`config.mk`:
```
export PLATFORM = sky130hd
export DESIGN_NAME = llcp_mul
export DESIGN_NICKNAME = d
export VERILOG_FILES = /design/src/hdl/llcp_pkg.sv /design/src/hdl/llcp_mul.sv
export SDC_FILE = /design/constraint.sdc
export NUM_CORES = 2
export LEC_CHECK = 0
export ABC_AREA = 1
export BUFFER_PORTS_ARGS = -buffer_cell sky130_fd_sc_hd__clkbuf_2
export CAP_MARGIN = 20
export CORE_MARGIN = 4
export CORE_UTILIZATION = 36
export CTS_CLUSTER_SIZE = 16
export DETAILED_ROUTE_END_ITERATION = 6
export SKIP_LAST_GASP = 1
export SLEW_MARGIN = 20
export SYNTH_ARGS = -nofsm -noshare
export SYNTH_HDL_FRONTEND = slang
export SYNTH_SLANG_ARGS = --single-unit
export TNS_END_PERCENT = 50
```
`constraint.sdc`:
```
create_clock -name clk -period 14 [get_ports clk]
set_clock_uncertainty 0.15 [all_clocks]
set_input_delay 2.8 -clock clk [delete_from_list [all_inputs] [get_ports clk]]
set_output_delay 2.8 -clock clk [all_outputs]
set_load 0.05 [all_outputs]
```
`src/hdl/llcp_pkg.sv`:
```
`timescale 1ns / 1ps
`default_nettype none
// ----------------------------------------------------------------------------
// llcp_pkg
// Shared constants for the closest-points-between-lines pipeline.
// ----------------------------------------------------------------------------
package llcp_pkg;

  localparam int COORD_WIDTH = 32;
  localparam int FRAC_BITS   = 16;

  // digit width of the pipelined multipliers
  localparam int DIGIT_W = 8;

  localparam int CFG_INDEX_W = 4;
  localparam int CFG_DATA_W  = 32;
  localparam int DIR_LIMIT_W = 16;
  localparam int DEN_LIMIT_W = 32;

  localparam logic [CFG_INDEX_W-1:0] REG_DIRECTION_LIMIT   = CFG_INDEX_W'(0);
  localparam logic [CFG_INDEX_W-1:0] REG_DENOMINATOR_LIMIT = CFG_INDEX_W'(1);

  localparam logic [DIR_LIMIT_W-1:0] DIR_LIMIT_RESET = DIR_LIMIT_W'(1);
  localparam logic [DEN_LIMIT_W-1:0] DEN_LIMIT_RESET = DEN_LIMIT_W'(1);

endpackage
`default_nettype wire

```
`src/hdl/llcp_mul.sv`:
```
`timescale 1ns / 1ps
`default_nettype none
// ----------------------------------------------------------------------------
// llcp_mul
// Pipelined signed multiplier: one DIGIT_W-bit digit of |b| per stage,
// sign applied at the end. A tag travels alongside the product.
// ----------------------------------------------------------------------------
module llcp_mul #(
  parameter int AW = 33,
  parameter int BW = 33,
  parameter int TW = 1
) (
  input  logic                 clk,
  input  logic                 rst,
  input  logic                 en,
  input  logic                 in_valid,
  input  logic signed [AW-1:0] a,
  input  logic signed [BW-1:0] b,
  input  logic [TW-1:0]        in_tag,
  output logic                 out_valid,
  output logic signed [AW+BW-1:0] p,
  output logic [TW-1:0]        out_tag
);

  localparam int DW = llcp_pkg::DIGIT_W;
  localparam int ND = (BW + DW - 1) / DW;
  localparam int MW = ND * DW;
  localparam int PW = AW + BW;

  logic          vld [0:ND];
  logic [TW-1:0] tag [0:ND];
  logic [AW-1:0] ma  [0:ND];
  logic [MW-1:0] mb  [0:ND];
  logic          neg [0:ND];
  logic [PW-1:0] acc [0:ND];

  logic [AW-1:0] a_abs;
  logic [BW-1:0] b_abs;

  always_comb begin
    a_abs = a[AW-1] ? AW'(-a) : AW'(a);
    b_abs = b[BW-1] ? BW'(-b) : BW'(b);
  end

  always_ff @(posedge clk) begin
    if (rst) begin
      vld[0] <= 1'b0;
    end else if (en) begin
      vld[0] <= in_valid;
    end
  end

  always_ff @(posedge clk) begin
    if (en) begin
      tag[0] <= in_tag;
      ma[0]  <= a_abs;
      mb[0]  <= MW'(b_abs);
      neg[0] <= a[AW-1] ^ b[BW-1];
      acc[0] <= '0;
    end
  end

  for (genvar k = 1; k <= ND; k++) begin : g_stage
    logic [AW+DW-1:0] pp;

    always_comb begin
      pp = {{DW{1'b0}}, ma[k-1]} * {{AW{1'b0}}, mb[k-1][(k-1)*DW +: DW]};
    end

    always_ff @(posedge clk) begin
      if (rst) begin
        vld[k] <= 1'b0;
      end else if (en) begin
        vld[k] <= vld[k-1];
      end
    end

    always_ff @(posedge clk) begin
      if (en) begin
        tag[k] <= tag[k-1];
        ma[k]  <= ma[k-1];
        mb[k]  <= mb[k-1];
        neg[k] <= neg[k-1];
        acc[k] <= acc[k-1] + (PW'(pp) << ((k-1) * DW));
      end
    end
  end

  always_ff @(posedge clk) begin
    if (rst) begin
      out_valid <= 1'b0;
    end else if (en) begin
      out_valid <= vld[ND];
    end
  end

  always_ff @(posedge clk) begin
    if (en) begin
      out_tag <= tag[ND];
      p       <= neg[ND] ? -$signed(acc[ND]) : $signed(acc[ND]);
    end
  end

endmodule
`default_nettype wire

```
* Yosys cells after proc, flatten, opt, wreduce, memory -nomap -nowiden
Memories as Yosys holds them, arrays and structs flattened. A register that Yosys moved wholly into a read port is not among the register bits. Index checks and enable logic that the tools add are counted.
Word-level totals: register bits after elaboration 66, word-level logic and storage cells 42, memories 6, bits in writable memories 852, output and inout port bits 68, memory bits (read-only) 0, latch bits 0
Cells by class: reductions and logical operators 0, shifts and indexed selects 0, magnitude comparators 0, multiplexer cells 15, divide/modulo/power cells 0, bitwise gates (word level) 7, multipliers 5, equal/unequal tests 0, add/sub/neg operators 8
Memories:
- acc | words 6, bits a word 66, rd ports 6, clocked after Yosys merged registers in 0, wr ports 6, line llcp_mul.sv:35 | logic [PW-1:0] acc [0:ND];
- mb | words 6, bits a word 40, rd ports 5, clocked after Yosys merged registers in 0, wr ports 6, line llcp_mul.sv:33 | logic [MW-1:0] mb [0:ND];
- ma | words 6, bits a word 33, rd ports 5, clocked after Yosys merged registers in 0, wr ports 6, line llcp_mul.sv:32 | logic [AW-1:0] ma [0:ND];
- neg | words 6, bits a word 1, rd ports 6, clocked after Yosys merged registers in 0, wr ports 6, line llcp_mul.sv:34 | logic neg [0:ND];
- tag | words 6, bits a word 1, rd ports 6, clocked after Yosys merged registers in 1, wr ports 6, line llcp_mul.sv:31 | logic [TW-1:0] tag [0:ND];
- vld | words 6, bits a word 1, rd ports 6, clocked after Yosys merged registers in 1, wr ports 6, line llcp_mul.sv:30 | logic vld [0:ND];
Operators with widths (number):
- $mul 33x8->41 | 4
- $add 66x41->66 | 1
- $add 66x49->66 | 1
- $add 66x57->66 | 1
- $add 66x65->66 | 1
- $add 66x66->66 | 1
- $mux 33 | 2
- $mux 66 | 1
- $neg 33->33 | 2
- $neg 66->66 | 1
- $mul 33x8->34 | 1
- $mux 1 | 12
- $or 1x1->1 | 6
- $xor 1x1->1 | 1

* Logic depth before layout (Yosys ltp)
depth in word-level cells 4, depth in mapped cells 38, depth with buffers taken out 36

* Least setup slack after synthesis
No wires, ideal clock.
path kind flip-flop to flip-flop, start memory mb[1][15] in the netlist's numbering, end memory acc[2][47] in the netlist's numbering, data pin, stages on the path, launching flop included 34, data required time 13592 ps, path slack 7816 ps, buffers on the path 2, arrival 5776 ps, cell sequence edfxtp_1 > clkbuf_1 > clkbuf_1 > nand2_1 > fa_1 > fa_1 > inv_1 > fa_1 > inv_1 > fa_1 > inv_1 > ha_1 > nand2_1 > inv_1 > nand2_1 > nand2_1 > nand2_1 > nand2_1 > nand2_1 > nand3_2 > inv_1 > o21a_1 > o21bai_1 > xor2_1 > ha_1 > nand2_1 > nor2_1 > inv_1 > nor4_1 > nand3_1 > nand3_1 > nand3_2 > o21ai_0 > nand2_1
RTL lines (line):
- from (decl) | llcp_mul.sv:33
- to (decl) | llcp_mul.sv:35

==> out/metrics.yaml <==
status: "finished clean"
syn_nets: 9560
fp.coreArea_um2: 186000
start_util_pct: 36.3
cp-start-kind: "register"
grt_usage_pct: 20.3
r2r_slack_ns: 6.62
root_buffer: "clkbuf_16"
crit_start: "mb[2][22]$_DFFE_PP_"
avgSynthCellArea_um2: 8.10
viasPerCell: 4.80
ys_seq_elements: 619
arrival_ns: 7.68
io_pins: 139
syn_inst: 8336
layout_min_cycle_time_ns: 7.38
area_delta_synth_final_pct: 8.69
fmaxAchievable_mhz: 135
synth-main-ff-cell: "edfxtp_1"
cts-resized-gates: 0
clockBufferDepth: 3
hp-class: "register to register"
synth_top_area_share_pct: 27.5
first_pass_iters: 6
cts_inserted_buffers: 80
syn_area_um2: 67500
rsz0062_at_grt: "no"
reg2reg_to: "acc[3][53]$_DFFE_PP_"
worstPathMaxFanout: 33
ys_async_sr_fraction_pct: 0
clkLatencyLatePin_ns: 0.74
holdBufCountCts: 0
portBuffers: 138
synth_cell_types: 59
tightest_slew_ns: 1.12
drive_above_1_share_pct: 5.08
post_drt_wl_per_cell_um: 18.0
worstPathRequired_ns: 14.30
drc: 0
grt_pass1_vias: 54500
worst-setup-path-type: "register to register"
reg2regPathDepth: 27
maxSlewViolCount: 0
seq_area_frac_synth_pct: 27.5
hold_ws_ns: 0.254
final.setup.tns_ns: 0
die_h_um: 441
die_area_um2: 195000
gp_congestion: 0.951
antenna_found_initial: 4
r2r-start: "mb[2][22]$_DFFE_PP_"
ys_top_cells_by_area: "edfxtp_1 27%, fa_1 22%, nand2_1 13%, inv_1 11%, ha_1 7.5%"
drtAntennaViolNets: 0
cts_tree: "yes"
clkTransAtPathRegs_ns: 0.07
setup_violations: 0
grt_pass1_wl_um: 309000
final_hold_viol_count: 0
synth-edff-count: 618
synth_top_area_cell: "edfxtp_1"
clock-sinks: 619
htree_levels: 3
fin_nets: 9541
rows: 158
postCtsSetupBuffers: 0
grt_max_degree: 175
drt_iter0_markers: 3643
cp-endpoint: "acc[3][53]$_DFFE_PP_"
dp_hpwl_um: 160000
drv_cap: 0
maxSlewHeadroom_pct: 25.5
via_count: 52200
yosys_warnings: 0
post-route-period-util_pct: 52.7
routed_wl_um: 195000
globalRouteOverflowTotal: 0
fp.dieW_um: 441
end_kind: "register"
## worst min-delay path by stage
stage / start / end / slack [ns] / cells past startpoint
after floorplan: acc[1][0]$_DFFE_PP_ / acc[2][0]$_DFFE_PP_ / 0.25 / 0
after global placement: mb[0][9]$_DFFE_PP_ / mb[1][9]$_DFFE_PP_ / 0.25 / 0
after global routing: mb[1][30]$_DFFE_PP_ / mb[2][30]$_DFFE_PP_ / 0.27 / 0
after CTS: mb[1][29]$_DFFE_PP_ / mb[2][29]$_DFFE_PP_ / 0.26 / 0
final: mb[1][29]$_DFFE_PP_ / mb[2][29]$_DFFE_PP_ / 0.25 / 0
after detailed placement: acc[1][6]$_DFFE_PP_ / acc[2][6]$_DFFE_PP_ / 0.25 / 0
## layout by cell type (no fill, tap or decap), types with 8 or more instances in the layout
master,Yosys,final
o21a_1,13,13
xor2_1,254,254
o21ai_1,17,17
fa_1,748,748
nand3b_1,11,11
o21bai_1,38,38
nor2_1,472,472
nor4_1,24,24
nand3_1,170,170
buf_4,5,38
clkbuf_2,71,137
bufinv_16,0,12
inv_1,2038,2038
ha_1,405,405
nor3_1,65,65
xnor2_1,125,125
a21oi_1,332,332
and3_1,9,9
clkinv_2,0,8
clkbuf_1,197,9
nand3_2,13,13
nand2_2,37,37
edfxtp_1,618,618
a31oi_1,53,53
nand4_1,55,55
a21o_1,32,32
nand2_1,2251,2251
nor2_2,28,28
inv_6,0,9
o21ai_0,169,169
clkinv_4,0,9
clkbuf_16,0,80
o21ai_2,9,9
o31ai_1,10,10
## critical path: stages (launching register included)
cell and delay (ns):
edfxtp_1 0.32, buf_4 0.39, nand2_1 0.09, inv_1 0.09
fa_1 0.45, fa_1 0.52, fa_1 0.56, inv_1 0.06
fa_1 0.53, inv_1 0.04, ha_1 0.42, nand2_1 0.18
nor2_1 0.19, inv_1 0.08, nor3_1 0.23, a21oi_1 0.16
o21ai_0 0.34, xor2_1 0.42, ha_1 0.23, nand2_1 0.14
nor2_1 0.17, inv_1 0.09, nor4_1 0.45, nand3_1 0.23
nand3_1 0.24, nand4_1 0.19, nand3_1 0.12, nand2_1 0.06
## cells in the mapped netlist (all sizes together) (13+ instances only)
cell type and number:
nor2 502, nor3 69, ha 405, o21bai 40, xnor2 125, o21ai 195
inv 2041, nand4 56, fa 748, a21o 32, nand3 183, nand2 2289
a21oi 336, o21a 13, edfxtp 618, nor4 25, clkbuf 268, a31oi 53
xor2 254
## per-layer routing
| layer | global-route usage, % | part of all wire [%] | wire length, um |
|---|---|---|---|
| met1 | 26.0 | 42 | 82200 |
| met2 | 35.1 | 49 | 96000 |
| met3 | 2.40 | 4.7 | 9230 |
| met4 | 7.35 | 3.9 | 7670 |
| met5 | 0 | 0.0067 | 13 |
## sequential cells by signal, indices dropped and copies added (netlist names)
register   flops
ma           165
mb            85
out_tag        1
vld            6
tag            6
out_valid      1
neg            6
p             66
acc          283
## stage by stage
step / util (%) / setup WS [ns] / cells / cell area, um2
6_report: 39.5 / 6.62 / 10900 / 73400
5_1_grt: 39.5 / 6.09 / 10900 / 73400
4_1_cts: 39.5 / 6.65 / 10900 / 73400
3_5_place_dp: 37.9 / 6.71 / 10700 / 70500
3_3_place_gp: 37.9 / 6.70 / 10700 / 70500
2_1_floorplan: - / 7.82 / 8336 / 67500
## cells by family after synthesis
kind of cell    after synthesis  synth area share (%)
buf+inv                    2320                  13.1
compound gates              712                  6.00
flops                       619                  27.5
fa+ha+maj                  1153                  29.7
xor+xnor                    379                  4.91
simple gates               3153                  18.9
## cell type report
class                           count  area, um2
Sequential cell                   619      18600
Fill cell                       18900     113000
Timing Repair Buffer              178       1030
Inverter                         2041       7660
Antenna cell                        1       2.50
Multi-Input combinational cell   5397      40100
Clock inverter                     57        820
Clock buffer                       92       2080
Tap cell                         2480       3100
Power is not shown: default switching activity piles up to over one toggle a cycle in this logic, so the estimate is an artifact.
